**config.mk**
```make
export PLATFORM = sky130hd
export DESIGN_NAME = flhch_queue
export DESIGN_NICKNAME = d
export VERILOG_FILES = /design/src/rtl/flhch_pkg.sv /design/src/rtl/flhch_queue.sv
export SDC_FILE = /design/constraint.sdc
export NUM_CORES = 1
export LEC_CHECK = 0
export ABC_AREA = 1
export BUFFER_PORTS_ARGS = -buffer_cell sky130_fd_sc_hd__buf_2
export CORE_UTILIZATION = 30
export CTS_BUF_LIST = sky130_fd_sc_hd__clkbuf_16
export CTS_CLUSTER_DIAMETER = 60
export DETAILED_ROUTE_END_ITERATION = 10
export HOLD_SLACK_MARGIN = 0.03
export SYNTH_ARGS = -nofsm -noshare
export SYNTH_HDL_FRONTEND = slang
export SYNTH_SLANG_ARGS = --single-unit
```
**constraint.sdc**
```tcl
create_clock -name clk_i -period 3.3 [get_ports clk_i]
set_input_delay 0.66 -clock clk_i [delete_from_list [all_inputs] [get_ports clk_i]]
set_output_delay 0.66 -clock clk_i [all_outputs]
set_load 0.1 [all_outputs]
```
**src/rtl/flhch_pkg.sv**
```systemverilog
// Package: shared constants and types for the four-layer hit coincidence histogram.
package flhch_pkg;

  localparam int NumChannels = 64;
  localparam int LayerSize   = 16;
  localparam int GridSide    = 31;
  localparam int AdcBits     = 12;
  localparam int CountBits   = 32;

  localparam logic [31:0] FrameMarker = 32'hFFFF_EA0C;
  localparam logic [11:0] ThreshReset = 12'd1000;

  localparam logic [1:0] ModeStream = 2'd0;
  localparam logic [1:0] ModePed    = 2'd1;
  localparam logic [1:0] ModeMap    = 2'd2;
  localparam logic [1:0] ModeRead   = 2'd3;

  // request passed from front to back
  typedef struct packed {
    logic        is_read;    // 1 bin read, 0 frame end
    logic [4:0]  bin_x;
    logic [4:0]  bin_y;
    logic [11:0] event_num;
  } req_t;

endpackage

```
**src/rtl/flhch_queue.sv**
```systemverilog
// Two-entry request queue between front and back.
module flhch_queue (
  input  logic            clk_i,
  input  logic            rst_ni,
  input  logic            push_i,
  input  flhch_pkg::req_t push_data_i,
  output logic            full_o,
  output logic            pop_valid_o,
  output flhch_pkg::req_t pop_data_o,
  input  logic            pop_i
);
  flhch_pkg::req_t ent_q [2];
  logic            wp_q, rp_q;
  logic [1:0]      num_q;

  assign full_o      = num_q == 2'd2;
  assign pop_valid_o = num_q != 2'd0;
  assign pop_data_o  = ent_q[rp_q];

  always_ff @(posedge clk_i or negedge rst_ni) begin
    if (!rst_ni) begin
      wp_q  <= 1'b0;
      rp_q  <= 1'b0;
      num_q <= '0;
    end else begin
      if (push_i) wp_q <= ~wp_q;
      if (pop_i) rp_q <= ~rp_q;
      num_q <= num_q + {1'b0, push_i} - {1'b0, pop_i};
    end
  end
  always_ff @(posedge clk_i) begin
    if (push_i) ent_q[wp_q] <= push_data_i;
  end
endmodule

```
Word level (Yosys, flattened, before mapping)
Memories as Yosys holds them, arrays and structs flattened.
Cells that the tools add are included.
{"block": "word_totals", "register_bits": 4, "mem_bits_rw": 46, "output_inout_bits": 25, "word_cells": 12, "memories": 1}
{"block": "classes", "n_addsub": 2, "eq_ne": 1, "n_mux": 2, "n_bitwise": 2, "n_reduce_logical": 1}
{"name": "ent_q", "words": 2, "word_bits": 23, "read_ports": 1, "rd_clocked_by_memory_dff": 0, "write_ports": 1, "line_no": "flhch_queue.sv:12", "source": "flhch_pkg::req_t ent_q [2];"}
{"operator": "$add A2 B1 Y2", "n": 1}
{"operator": "$eq A2 B2 Y1 const B", "n": 1}
{"operator": "$mux W1", "n": 2}
{"operator": "$not A1 Y1", "n": 2}
{"operator": "$reduce_bool A2 Y1", "n": 1}
{"operator": "$sub A2 B1 Y2", "n": 1}

Logic depth before layout (Yosys ltp)
{"block": "depth", "depth_word": 2, "mapped_depth": 7, "mapped_depth_nobuf": 7}

Least setup slack after synthesis
No wires, ideal clock.
{"block": "synth_path", "kind": "register to output", "from": "reg rp_q", "to": "out pop_data_o[17] in the netlist's numbering", "arrival_time_ps": 2657, "required_ps": 2640, "setup_slack_ps": -17, "stages_incl_launch_ff": 3, "n_path_buf": 1, "cell_sequence": "dfrtp_1 -> buf_2 -> o21ai_0"}
{"element": "start: declaration", "line_no": "flhch_queue.sv:13", "source": "logic wp_q, rp_q;"}
{"element": "start signal: assignment", "line_no": "flhch_queue.sv:27", "source": "if (pop_i) rp_q <= ~rp_q;"}
{"element": "end: declaration", "line_no": "flhch_queue.sv:9", "source": "output flhch_pkg::req_t pop_data_o,"}

==> impl_metrics.tcl <==
set metrics [dict create \
    worst_r2r_startpoint "wp_q" \
    r2r_cells 2 \
    cp_slowest_cell "dfrtp_2" \
    start_util_pct 30.9 \
    min_path_type "in2async" \
    endpoint "pop_data_o[6]" \
    track_usage_pct 9.27 \
    cp.required_ns 2.64 \
    synth_compound_gate_area_share_pct 7.77 \
    pin_count 52 \
    yosysTopAreaCellShare_pct 70.3 \
    synthesis.area_sq_um 1960 \
    critPathBufInv 1 \
    finalCritPeriodShare_pct 77.9 \
    cts.path.max_buffers 2 \
    crit_cells 3 \
    synthMuxAreaShare_pct 0 \
    die_height_um 82.9 \
    die_w_um 82.9 \
    dpl.hpwl_um 1960 \
    gr-total-overflow 0 \
    synth_top_area_cell "edfxtp_1" \
    status "completed" \
    synth_adder_area_share_pct 1.27 \
    root_buffer "clkbuf_16" \
    yosys.area_share.simple_pct 6.37 \
    postCtsSetupBuffers 0 \
    relSlewSlack_pct 36.3 \
    clk_pin_slew_ns 0.06 \
    synth_area_per_cell_sq_um 13.5 \
    grt_pass1_wl_um 4950 \
    antenna_left 0 \
    ys_ff_latch 50 \
    vias_per_cell 4.06 \
    coreArea_sq_um 6350 \
    worstPathArrival_ns 1.91 \
    final_nets 228 \
    num_antenna_cells 0 \
    synth_edf_count 46 \
    crit_path_max_fanout 47 \
    drive_gt1_share_pct 35.5 \
    drc 0 \
    async_flop_share_pct 8.00 \
    cpPeakStageDelay_ns 0.91 \
    critPathLaunchType "flop" \
    wl_um 2850 \
    vias 1125 \
    cts_buffers 5 \
    worst-slew-pin-transition_ns 0.955 \
    crit_type "reg2out" \
    synthTopCellsByCount "edfxtp_1 (46), inv_1 (30), nand2_1 (30)" \
    ys_types 13 \
    seq_area_frac_synth_pct 75.4 \
    rsz0062_at_grt "false" \
    cts_tree "built" \
    synth_area_leaders "edfxtp_1 (70%), inv_1 (5.7%), nand2_1 (5.7%)" \
    h-tree-depth 2 \
    clock.fmax_mhz 389 \
    cp_cell_sequence "nand2_1 > o21ai_2 > buf_2" \
    rrSetupSlack_ns 1.72 \
    crit_start "rp_q" \
    synth.most_common_cell "edfxtp_1" \
    worst_setup_path_end_kind "primary output" \
    setup_viol 0 \
    drtPass1Iterations 3 \
    crit_family "flip-flops" \
    ys.flop_type "edfxtp_1" \
    clkLatencyLatePin_ns 0.28 \
    cts.sink_count 50 \
    setup-tns-final_ns 0 \
    yosys_warnings 0 \
    row_count 29 \
    syn_to_final_growth_pct 23.1 \
    synth_top_family_by_area "buffers and inverters" \
    routabilityCongestion 0.677 \
    hold_viol 0 \
    cts_hold_buffers 0 \
    grt_pass1_vias 1140 \
    fin_skew_ns 0.00348 \
    dieArea_sq_um 6880 \
    wl_per_cell_um 10.3 \
    ctsResizeCount 0 \
    antenna_found_initial 0 \
    fin_crit_ns 2.57 \
    fillers 604 \
    port_buffers 51 \
    synth_xor_area_share_pct 0.892 \
    maxCapViolations 0 \
    netlist_instances 145 \
    rr_endpoint "ent_q[0][21]" \
    slew_violations 0 \
    syn_nets 174 \
    drt-initial-drc-count 42 \
    grt_max_degree 48 \
]
-- routing by layer --
layer / GRT usage (%) / part of all wire (%) / up-vias
met5: 0 / 0 / -
met4: 4.23 / 0.67 / 0
met3: 2.88 / 5.8 / 2
met2: 16.1 / 51 / 30
met1: 10.4 / 43 / 507
li1: - / - / 586
-- how the worst min path moves through the flow --
| stage | startpoint | to | slack, ns | cells past startpoint |
|---|---|---|---|---|
| 3_3_place_gp | rst_ni | num_q[0] | 0.47 | 1 |
| 4_1_cts | rst_ni | num_q[0] | 0.17 | 1 |
| 5_1_grt | rst_ni | num_q[0] | 0.17 | 1 |
| 2_1_floorplan | rst_ni | num_q[0] | 0.36 | 0 |
| 6_report | rst_ni | wp_q | 0.17 | 1 |
| 3_5_place_dp | rst_ni | num_q[0] | 0.47 | 1 |
-- sequential cells by signal, summed over array words and instances (netlist names) --
register	count
ent_q	46
num_q	2
rp_q	1
wp_q	1
-- through the flow --
step	std cells	setup WS, ns	instance area (sq um)	hold WS [ns]	utilization [%]
finish	277	0.730	2420	0.173	38.1
global route	277	0.548	2420	0.170	38.1
global placement	269	1.02	2280	0.472	35.9
floorplan	145	0.0189	1960	0.364	-
detailed placement	269	0.982	2280	0.471	35.9
CTS	277	0.673	2420	0.168	38.1
-- area by class of cell --
type	count	area [sq um]	share of cell area, %
Sequential cell	50	1480	61.3
Multi-Input combinational cell	60	323	13.3
Timing Repair Buffer	52	263	10.9
Clock buffer	5	125	5.17
Inverter	30	113	4.66
Tap cell	77	96.3	3.98
Clock inverter	3	16.3	0.673
-- kinds of logic after synthesis --
| logic type | Yosys count |
|---|---|
| flip-flops | 50 |
| buffers and inverters | 35 |
| AND/OR/NAND/NOR | 33 |
| AO/OA/AOI/OAI | 23 |
| XOR/XNOR | 2 |
| adder cells (fa/ha/maj) | 2 |
-- cell usage in the layout (no fill, tap or decap) --
cell        instances
o21ai_2            10
clkinv_1            1
dfrtp_1             3
nor2_1              1
o21ai_1             7
dfrtp_2             1
clkinvlp_4          1
nor2_2              1
buf_4               1
clkbuf_16           5
o21ai_0             6
xor2_1              2
inv_1              30
buf_2              51
clkinv_2            1
nand2_1            30
ha_1                2
edfxtp_1           46
nand3_1             1
Power is not shown: default switching activity piles up to over one toggle a cycle in this logic, so the estimate is an artifact.
