**config.mk**
```make
export PLATFORM = sky130hd
export DESIGN_NAME = flhch_front
export DESIGN_NICKNAME = d
export VERILOG_FILES = /design/src/rtl/flhch_pkg.sv /design/src/rtl/flhch_front.sv
export SDC_FILE = /design/constraint.sdc
export NUM_CORES = 2
export LEC_CHECK = 0
export BUFFER_PORTS_ARGS = -buffer_cell sky130_fd_sc_hd__clkbuf_2
export CAP_MARGIN = 20
export CORE_UTILIZATION = 55
export DETAILED_ROUTE_END_ITERATION = 8
export HOLD_SLACK_MARGIN = 0.08
export PLACE_DENSITY = 0.67
export SKIP_CTS_REPAIR_TIMING = 1
export SYNTH_ARGS = -nofsm -noshare
export SYNTH_HDL_FRONTEND = slang
export SYNTH_SLANG_ARGS = --single-unit
```
**constraint.sdc**
```tcl
create_clock -name clk_i -period 5.48 [get_ports clk_i]
set_input_delay 0.548 -clock clk_i [delete_from_list [all_inputs] [get_ports clk_i]]
set_output_delay 0.548 -clock clk_i [all_outputs]
set_load 0.03 [all_outputs]
```
**src/rtl/flhch_pkg.sv**
```systemverilog
// Package: shared constants and types for the four-layer hit coincidence histogram.
package flhch_pkg;

  localparam int NumChannels = 64;
  localparam int LayerSize   = 16;
  localparam int GridSide    = 31;
  localparam int AdcBits     = 12;
  localparam int CountBits   = 32;

  localparam logic [31:0] FrameMarker = 32'hFFFF_EA0C;
  localparam logic [11:0] ThreshReset = 12'd1000;

  localparam logic [1:0] ModeStream = 2'd0;
  localparam logic [1:0] ModePed    = 2'd1;
  localparam logic [1:0] ModeMap    = 2'd2;
  localparam logic [1:0] ModeRead   = 2'd3;

  // request passed from front to back
  typedef struct packed {
    logic        is_read;    // 1 bin read, 0 frame end
    logic [4:0]  bin_x;
    logic [4:0]  bin_y;
    logic [11:0] event_num;
  } req_t;

endpackage

```
**src/rtl/flhch_front.sv**
```systemverilog
// Front end: frame parsing, table writes, sample store, request issue.
module flhch_front #(
  parameter int NUM_CHANNELS = flhch_pkg::NumChannels,
  parameter int ADC_BITS     = flhch_pkg::AdcBits
) (
  input  logic                              clk_i,
  input  logic                              rst_ni,
  input  logic                              in_valid_i,
  output logic                              in_stall_o,
  input  logic [1:0]                        mode_i,
  input  logic [31:0]                       data_word_i,
  input  logic [5:0]                        table_index_i,
  input  logic [11:0]                       table_value_i,
  input  logic [4:0]                        bin_x_i,
  input  logic [4:0]                        bin_y_i,
  // back end busy scanning sample store
  input  logic                              scan_busy_i,
  output logic                              req_valid_o,
  output flhch_pkg::req_t                   req_o,
  input  logic                              req_full_i,
  // sample and pedestal read port for the back end
  input  logic [$clog2(NUM_CHANNELS)-1:0]   rd_pos_i,
  output logic [ADC_BITS-1:0]               rd_sample_o,
  output logic [ADC_BITS-1:0]               rd_ped_o
);
  localparam int PW = $clog2(NUM_CHANNELS);
  localparam logic [1:0] PhHunt = 2'd0;
  localparam logic [1:0] PhSkip = 2'd1;
  localparam logic [1:0] PhHdr  = 2'd2;
  localparam logic [1:0] PhSmp  = 2'd3;

  logic [1:0]    phase_q, phase_d;
  logic [PW:0]   cnt_q, cnt_d;
  logic [11:0]   evt_q, evt_d;
  logic [ADC_BITS-1:0] smp_mem [NUM_CHANNELS];
  logic [ADC_BITS-1:0] ped_mem [NUM_CHANNELS];
  logic [PW-1:0] map_q [NUM_CHANNELS];
  logic [PW-1:0] map_rd_q;
  logic [NUM_CHANNELS-1:0] smp_vld_q, ped_vld_q;
  logic          acc, last_smp, map_we, smp_blk;
  logic          held_q;       // frame end queued, its scan not yet started

  // last sample of a frame needs the scan free and queue room
  assign last_smp   = (mode_i == flhch_pkg::ModeStream) && (phase_q == PhSmp)
                      && (cnt_q == (PW+1)'(NUM_CHANNELS-1));
  // samples and pedestals stay put from frame end until the scan has read them
  assign smp_blk    = (mode_i == flhch_pkg::ModeStream && phase_q == PhSmp)
                      || mode_i == flhch_pkg::ModePed;
  assign in_stall_o = req_full_i || (smp_blk && (held_q || scan_busy_i));
  assign acc        = in_valid_i && !in_stall_o;
  assign map_we     = acc && mode_i == flhch_pkg::ModeMap
                      && 32'(table_index_i) < 32'(NUM_CHANNELS)
                      && 32'(table_value_i) < 32'(NUM_CHANNELS);

  always_comb begin
    phase_d = phase_q;
    cnt_d   = cnt_q;
    evt_d   = evt_q;
    if (acc && mode_i == flhch_pkg::ModeStream) begin
      case (phase_q)
        PhHunt: if (data_word_i == flhch_pkg::FrameMarker) phase_d = PhSkip;
        PhSkip: phase_d = PhHdr;
        PhHdr: begin
          evt_d   = data_word_i[31:20];
          cnt_d   = '0;
          phase_d = PhSmp;
        end
        default: begin
          if (last_smp) begin
            cnt_d   = '0;
            phase_d = PhHunt;
          end else begin
            cnt_d = cnt_q + 1'b1;
          end
        end
      endcase
    end
  end

  always_ff @(posedge clk_i or negedge rst_ni) begin
    if (!rst_ni) begin
      phase_q   <= PhHunt;
      cnt_q     <= '0;
      evt_q     <= '0;
      smp_vld_q <= '0;
      ped_vld_q <= '0;
      held_q    <= 1'b0;
      map_rd_q  <= '0;
      for (int i = 0; i < NUM_CHANNELS; i++) map_q[i] <= PW'(i);
    end else begin
      phase_q <= phase_d;
      cnt_q   <= cnt_d;
      evt_q   <= evt_d;
      if (acc && last_smp) held_q <= 1'b1;
      else if (scan_busy_i) held_q <= 1'b0;
      if (map_we)
        map_q[table_index_i[PW-1:0]] <= table_value_i[PW-1:0];
      map_rd_q <= (map_we && table_index_i[PW-1:0] == cnt_d[PW-1:0])
                  ? table_value_i[PW-1:0] : map_q[cnt_d[PW-1:0]];
      if (acc && mode_i == flhch_pkg::ModePed && 32'(table_index_i) < 32'(NUM_CHANNELS))
        ped_vld_q[table_index_i[PW-1:0]] <= 1'b1;
      if (acc && mode_i == flhch_pkg::ModeStream && phase_q == PhSmp)
        smp_vld_q[map_rd_q] <= 1'b1;
    end
  end

  logic [ADC_BITS-1:0] smp_rd, ped_rd;
  logic                smp_v, ped_v;
  always_ff @(posedge clk_i) begin
    if (acc && mode_i == flhch_pkg::ModeStream && phase_q == PhSmp)
      smp_mem[map_rd_q] <= data_word_i[ADC_BITS-1:0];
    if (acc && mode_i == flhch_pkg::ModePed && 32'(table_index_i) < 32'(NUM_CHANNELS))
      ped_mem[table_index_i[PW-1:0]] <= table_value_i[ADC_BITS-1:0];
    smp_rd <= smp_mem[rd_pos_i];
    ped_rd <= ped_mem[rd_pos_i];
    smp_v  <= smp_vld_q[rd_pos_i];
    ped_v  <= ped_vld_q[rd_pos_i];
  end
  assign rd_sample_o = smp_v ? smp_rd : '0;
  assign rd_ped_o    = ped_v ? ped_rd : '0;

  assign req_valid_o = acc && (last_smp || mode_i == flhch_pkg::ModeRead);
  always_comb begin
    req_o           = '0;
    req_o.is_read   = (mode_i == flhch_pkg::ModeRead);
    req_o.bin_x     = bin_x_i;
    req_o.bin_y     = bin_y_i;
    req_o.event_num = evt_q;
  end
endmodule

```
Word-level counts from Yosys, hierarchy flattened
Memory sizes are Yosys's and may differ from the RTL's. A register that Yosys moved wholly into a read port is not among the register bits.
Index checks and enable logic that the tools add are counted.
{"block": "word_totals", "regBits": 542, "ramBits": 1536, "in_bits": 73, "out_inout_bits": 49, "word_cells": 158, "n_memories": 2}
{"memory": "ped_mem", "depth": 64, "word_bits": 12, "read_ports": 1, "rd_ports_with_merged_regs": 1, "write_ports": 1, "line_no": "flhch_front.sv:36", "source": "logic [ADC_BITS-1:0] ped_mem [NUM_CHANNELS];"}
{"memory": "smp_mem", "depth": 64, "word_bits": 12, "read_ports": 1, "rd_ports_with_merged_regs": 1, "write_ports": 1, "line_no": "flhch_front.sv:35", "source": "logic [ADC_BITS-1:0] smp_mem [NUM_CHANNELS];"}
{"block": "op_classes", "add_sub_neg": 1, "n_lt_le_gt_ge": 9, "n_eq_ne": 10, "muxes": 29, "n_bitwise": 5, "reduce_logical": 28}
{"cell": "384-bit bitwise mux", "n": 1}
{"cell": "64-bit bitwise OR", "n": 2}
{"cell": "6-bit binary-select mux with 6-bit select", "n": 1}
{"cell": "6-bit demux with 6-bit select", "n": 1}
{"cell": "32-bit equality test, second input constant", "n": 1}
{"cell": "6-bit 2-to-1 mux", "n": 5}
{"cell": "12-bit 2-to-1 mux", "n": 2}
{"cell": "6-bit by 7-bit less-than comparator with 1-bit output, second input constant", "n": 3}
{"cell": "1-bit logical AND", "n": 15}
{"cell": "7-bit >= comparator, second input constant", "n": 2}
{"cell": "6-bit NOT with 7-bit output", "n": 2}
{"cell": "7-bit one-hot mux with 2 select lines", "n": 1}
{"cell": "1-bit binary-select mux with 6-bit select", "n": 2}
{"cell": "1-bit demux with 6-bit select", "n": 2}
{"cell": "6-bit by 1-bit >= comparator with 1-bit output, second input constant", "n": 2}
{"cell": "12-bit by 7-bit less-than comparator with 1-bit output, second input constant", "n": 1}
{"cell": "1-bit 2-to-1 mux", "n": 10}
{"cell": "2-bit equality test, second input constant", "n": 4}
{"cell": "7-bit by 1-bit adder with 7-bit output, second input constant", "n": 1}
{"cell": "7-bit by 6-bit equality test with 1-bit output, second input constant", "n": 1}
{"cell": "7-bit by 1-bit less-than comparator with 1-bit output, second input constant", "n": 1}
{"cell": "7-bit 2-to-1 mux", "n": 1}
{"cell": "6-bit equality test", "n": 1}
{"cell": "2-bit one-hot mux with 3 select lines", "n": 1}
{"cell": "other kinds (12)", "n": 19}

Longest topological paths before layout
{"block": "depth", "ltp_word": 14, "ltp_mapped": 16, "depth_no_buf": 12}

Least setup slack after synthesis
No wires, ideal clock.
{"block": "synth_path", "kind": "register to register", "from": "register phase_q[0]", "to": "memory ped_mem[31][0] (netlist bit), enable pin", "setup_time_ps": 381, "t_arrival_ps": 3039, "required_time_ps": 5099, "slack_ps": 2060, "stages_incl_launch_ff": 9, "n_path_buf": 1, "period_less_slack_ps": 3420, "cell_sequence": "dfrtp_1 -> ha_1 -> o22ai_1 -> nor2_1 -> or3b_2 -> clkbuf_1 -> nor3b_1 -> nand4_1 -> nor2_1"}
{"block": "synth_between", "elab_chain_cells": 10}
{"item": "from (decl)", "line_no": "flhch_front.sv:32", "source": "logic [1:0] phase_q, phase_d;"}
{"item": "from (signal assigned)", "line_no": "flhch_front.sv:82", "source": "phase_q <= PhHunt;"}
{"item": "from (signal assigned)", "line_no": "flhch_front.sv:91", "source": "phase_q <= phase_d;"}
{"item": "2-bit equality test", "line_no": "flhch_front.sv:47", "source": "assign smp_blk = (mode_i == flhch_pkg::ModeStream && phase_q == PhSmp)"}
{"item": "1-bit logical AND", "line_no": "flhch_front.sv:47"}
{"item": "1-bit logical OR", "line_no": "flhch_front.sv:48", "source": "|| mode_i == flhch_pkg::ModePed;"}
{"item": "1-bit logical AND", "line_no": "flhch_front.sv:49", "source": "assign in_stall_o = req_full_i || (smp_blk && (held_q || scan_busy_i));"}
{"item": "1-bit logical OR", "line_no": "flhch_front.sv:49"}
{"item": "1-bit logical NOT", "line_no": "flhch_front.sv:50", "source": "assign acc = in_valid_i && !in_stall_o;"}
{"item": "1-bit logical AND", "line_no": "flhch_front.sv:50"}
{"item": "1-bit logical AND", "line_no": "flhch_front.sv:112", "source": "if (acc && mode_i == flhch_pkg::ModePed && 32'(table_index_i) < 32'(NUM_CHANNELS))"}
{"item": "1-bit 2-to-1 mux", "line_no": "flhch_front.sv:112"}
{"item": "1-bit 2-to-1 mux (not written as such)", "line_no": "flhch_front.sv:113", "source": "ped_mem[table_index_i[PW-1:0]] <= table_value_i[ADC_BITS-1:0];"}
{"item": "to (decl)", "line_no": "flhch_front.sv:36"}
Every way passes these cells.

Worst setup path in the final report
{"block": "layout_path", "from": "register phase_q[0]", "to": "register map_rd_q[5]"}
{"block": "layout_between", "elab_chain_cells": 14, "elab_cells_between_ends": 25, "classes_between": "eq/ne (4); mux (7); bitwise (1); reduce/logical (13)"}
{"item": "2-bit equality test", "line_no": "flhch_front.sv:44, flhch_front.sv:47"}
{"item": "1-bit logical AND", "line_no": "flhch_front.sv:44, flhch_front.sv:47"}
{"item": "1-bit logical OR", "line_no": "flhch_front.sv:48"}
{"item": "1-bit logical AND", "line_no": "flhch_front.sv:49"}
{"item": "1-bit logical OR", "line_no": "flhch_front.sv:49"}
{"item": "1-bit logical NOT", "line_no": "flhch_front.sv:50"}
{"item": "1-bit logical AND", "line_no": "flhch_front.sv:50"}
{"item": "1-bit logical AND", "line_no": "flhch_front.sv:59", "source": "if (acc && mode_i == flhch_pkg::ModeStream) begin"}
{"item": "6-bit 2-to-1 mux", "line_no": "flhch_front.sv:59"}
{"item": "6-bit NOT with 7-bit output (not written as such)", "line_no": "flhch_front.sv:99", "source": "? table_value_i[PW-1:0] : map_q[cnt_d[PW-1:0]];"}
{"item": "6-bit binary-select mux with 6-bit select", "line_no": "flhch_front.sv:99"}
{"item": "6-bit 2-to-1 mux (not written as such) (2 in a row)", "line_no": "flhch_front.sv:99"}
{"item": "6-bit 2-to-1 mux *", "line_no": "flhch_front.sv:99"}
{"item": "to (signal assigned)", "line_no": "flhch_front.sv:98", "source": "map_rd_q <= (map_we && table_index_i[PW-1:0] == cnt_d[PW-1:0])"}
{"item": "to (decl)", "line_no": "flhch_front.sv:38", "source": "logic [PW-1:0] map_rd_q;"}
Mark *: on every way between the ends. The rest lies on a longest branch, timed or not. The select of a mux whose other input is x is not followed.
A chain may end at the register's enable or synchronous reset.

==> flow_summary.json <==
{
  "status": "complete, no violations",
  "synth_top_area_cell": "edfxtp_1",
  "relSlewSlack_pct": 31.1,
  "numClockSinks": 2102,
  "grt_max_degree": 163,
  "crit_path_cell_trace": "ha_1 > o21bai_1 > nand3_1 > a221oi_2 > inv_1 > nand2_1 > a2111oi_0 > o41ai_1 > nand4_1 > o21ba_1",
  "die-area_um2": 155000,
  "clk_pin_slew_worst_paths_ns": 0.06,
  "wl_mm": 206,
  "fp.dieW_um": 394,
  "timing.final.crit_share_pct": 80.2,
  "fmax_ghz": 0.228,
  "setup_ws_ns": 1.09,
  "clk_latency_ns": 0.83,
  "gp_congestion": 0.916,
  "netlist_top_cells_area": "edfxtp_1 55%, mux4_2 15%, dfrtp_1 10%, dfstp_2 6.0%, mux2_2 5.3%",
  "leakagePower_nw": 33.7,
  "critPathCaptureType": "register",
  "root_buffer": "clkbuf_16",
  "setup_tns_ns": 0,
  "syn_inst": 4450,
  "crit_family": "compound AO/OA/AOI/OAI gates",
  "ys_seq_elements": 2102,
  "grt_usage_pct": 26.8,
  "synth-edff-count": 1536,
  "ant_nets": 0,
  "finalCriticalPeriod_ns": 4.39,
  "yosysSeqAreaShare_pct": 71.5,
  "h-tree-depth": 4,
  "power_density_nw_per_um2": 347,
  "synth_area_per_cell_um2": 19.0,
  "place_ws_ns": 0.935,
  "layout-drive-gt1-share_pct": 38.9,
  "die_y_um": 394,
  "grt.overflow.total": 0,
  "syn_to_final_growth_pct": 12.3,
  "critical_path_class": "reg2reg",
  "antenna_found_initial": 12,
  "final_hold_viol_count": 0,
  "vias": 43500,
  "synthesis.area_um2": 84500,
  "rsz0062_at_grt": "no",
  "firstDrtPassIters": 5,
  "max_stage_delay_ns": 0.86,
  "core_um2": 152000,
  "setup_viol": 0,
  "vdd_ir_drop_max_mv": 0.276,
  "skew_ns": 0.0331,
  "critPathSlowestCell": "a221oi_2",
  "cp.required_ns": 6.20,
  "crit_fanout": 12,
  "hp-class": "in2reg",
  "ys_types": 66,
  "synth_flop_cell": "edfxtp_1",
  "crit_buf_inv": 1,
  "syn_nets": 4529,
  "start_util_pct": 55.5,
  "dp_hpwl_mm": 126,
  "cts_buffer_depth": 3,
  "drt_iter0_markers": 4703,
  "ioPinCount": 122,
  "grt_pass1_vias": 43600,
  "io_buffers": 101,
  "cts_buffers": 207,
  "num_rows": 143,
  "ys_top_cells_by_count": "1536 x edfxtp_1, 546 x mux4_2, 396 x mux2_2, 348 x dfrtp_1, 305 x nand2_1",
  "ys_warn_count": 0,
  "async_reset_ff_share_pct": 25.7,
  "cap_viol_max_count": 0,
  "worstSetupStartpointType": "register",
  "worstMarginPinSlew_ns": 1.03,
  "synth_most_common_cell": "edfxtp_1",
  "grt_pass1_wl_mm": 303,
  "drc": 0,
  "arrival_ns": 5.11,
  "synth_top_area_share_pct": 54.6,
  "post_drt_wl_per_cell_um": 29.8,
  "avgViaCountPerCell": 6.29,
  "fin_nets": 4774,
  "cts_tree": "done",
  "finalMaxSlewViolations": 0
}
==> flip-flops by register name, summed over array words and instances, names as in the netlist <==
name       count
ped_mem      768
smp_mem      768
map_q        384
ped_vld_q     64
smp_vld_q     64
evt_q         12
ped_rd        12
smp_rd        12
cnt_q          7
map_rd_q       6
phase_q        2
held_q         1
ped_v          1
smp_v          1
==> layout make-up <==
type,count,area [µm²]
clock buffer,300,5860
multi-input combinational,2050,22800
antenna,3,7.51
sequential,2102,60400
fill,10700,57400
inverter,21,83.8
timing repair buffer,313,2400
tap,2030,2540
clock inverter,88,722
==> cell families (layout without fill, tap and decap cells) <==
logic type	count (synthesis)	in the layout	synth area share [%]
other	0	3	0
XOR/XNOR	6	6	0.0622
AO/OA/AOI/OAI	172	172	1.58
multiplexers	980	980	20.3
adder cells (fa/ha/maj)	6	6	0.0889
AND/OR/NAND/NOR	886	886	4.97
flip-flops	2102	2102	71.5
buffers and inverters	298	722	1.48
==> layout by cell type (no fill, tap or decap), types with 24 or more instances in the layout <==
cell type / instances
buf_4: 187
clkbuf_8: 25
and2_1: 24
edfxtp_1: 1536
clkbuf_2: 90
nor2_1: 216
clkbuf_16: 211
mux2_2: 396
dfxtp_1: 26
and3_1: 58
mux4_2: 546
clkbuf_1: 63
dfrtp_1: 348
or2_2: 130
nand2_1: 305
dfstp_2: 192
clkinv_2: 39
nand3_1: 72
mux2i_1: 38
a311oi_1: 30
==> layer usage <==
metal,vias to the layer above,track usage [%],routed length [µm]
met2,1800,39.6,94000
li1,18100,-,-
met5,-,0,40
met4,6,7.23,4880
met1,23300,41.5,89800
met3,270,4.93,16800
==> metrics by stage <==
stage               util (%)  hold WS, ns  instance area (µm²)  power, mW  std cells
floorplan                  -        0.252                84500       18.6       4450
global placement        57.8        0.445                88100       19.4       6500
detailed placement      57.9        0.447                88100       19.5       6503
CTS                     62.2       -0.323                94700       33.1       6891
global route            62.3        0.135                94800       33.8       6906
finish                  62.3        0.180                94800       32.9       6907
==> power breakdown <==
| part | switching [mW] | leakage (nW) | internal [mW] | total, mW |
|---|---|---|---|---|
| combinational | 1.30 | 9.59 | 0.636 | 1.93 |
| clock | 5.94 | 3.23 | 7.77 | 13.7 |
| sequential | 0.0535 | 20.8 | 17.2 | 17.2 |
| total | 7.29 | 33.7 | 25.6 | 32.9 |
==> path summary, 6_finish.rpt <==
| path | from | slack, ns | cells after the start | to |
|---|---|---|---|---|
| max reg2reg | phase_q[0]$_DFFE_PN0P_ | 1.09 | 10 | map_rd_q[5]$_DFF_PN0_ |
| max in group asynchronous | rst_ni | 3.85 | 3 | ped_vld_q[10]$_DFFE_PN0P_ |
| min reg2reg | ped_vld_q[10]$_DFFE_PN0P_ | 0.46 | 1 | ped_vld_q[10]$_DFFE_PN0P_ |
| min in group asynchronous | rst_ni | 0.29 | 2 | smp_vld_q[57]$_DFFE_PN0P_ |
| max | phase_q[0]$_DFFE_PN0P_ | 1.09 | 10 | map_rd_q[5]$_DFF_PN0_ |
| min | table_value_i[11] | 0.18 | 1 | ped_mem[47][11]$_DFFE_PP_ |
No activity file was read; power rests on OpenSTA's default activity.
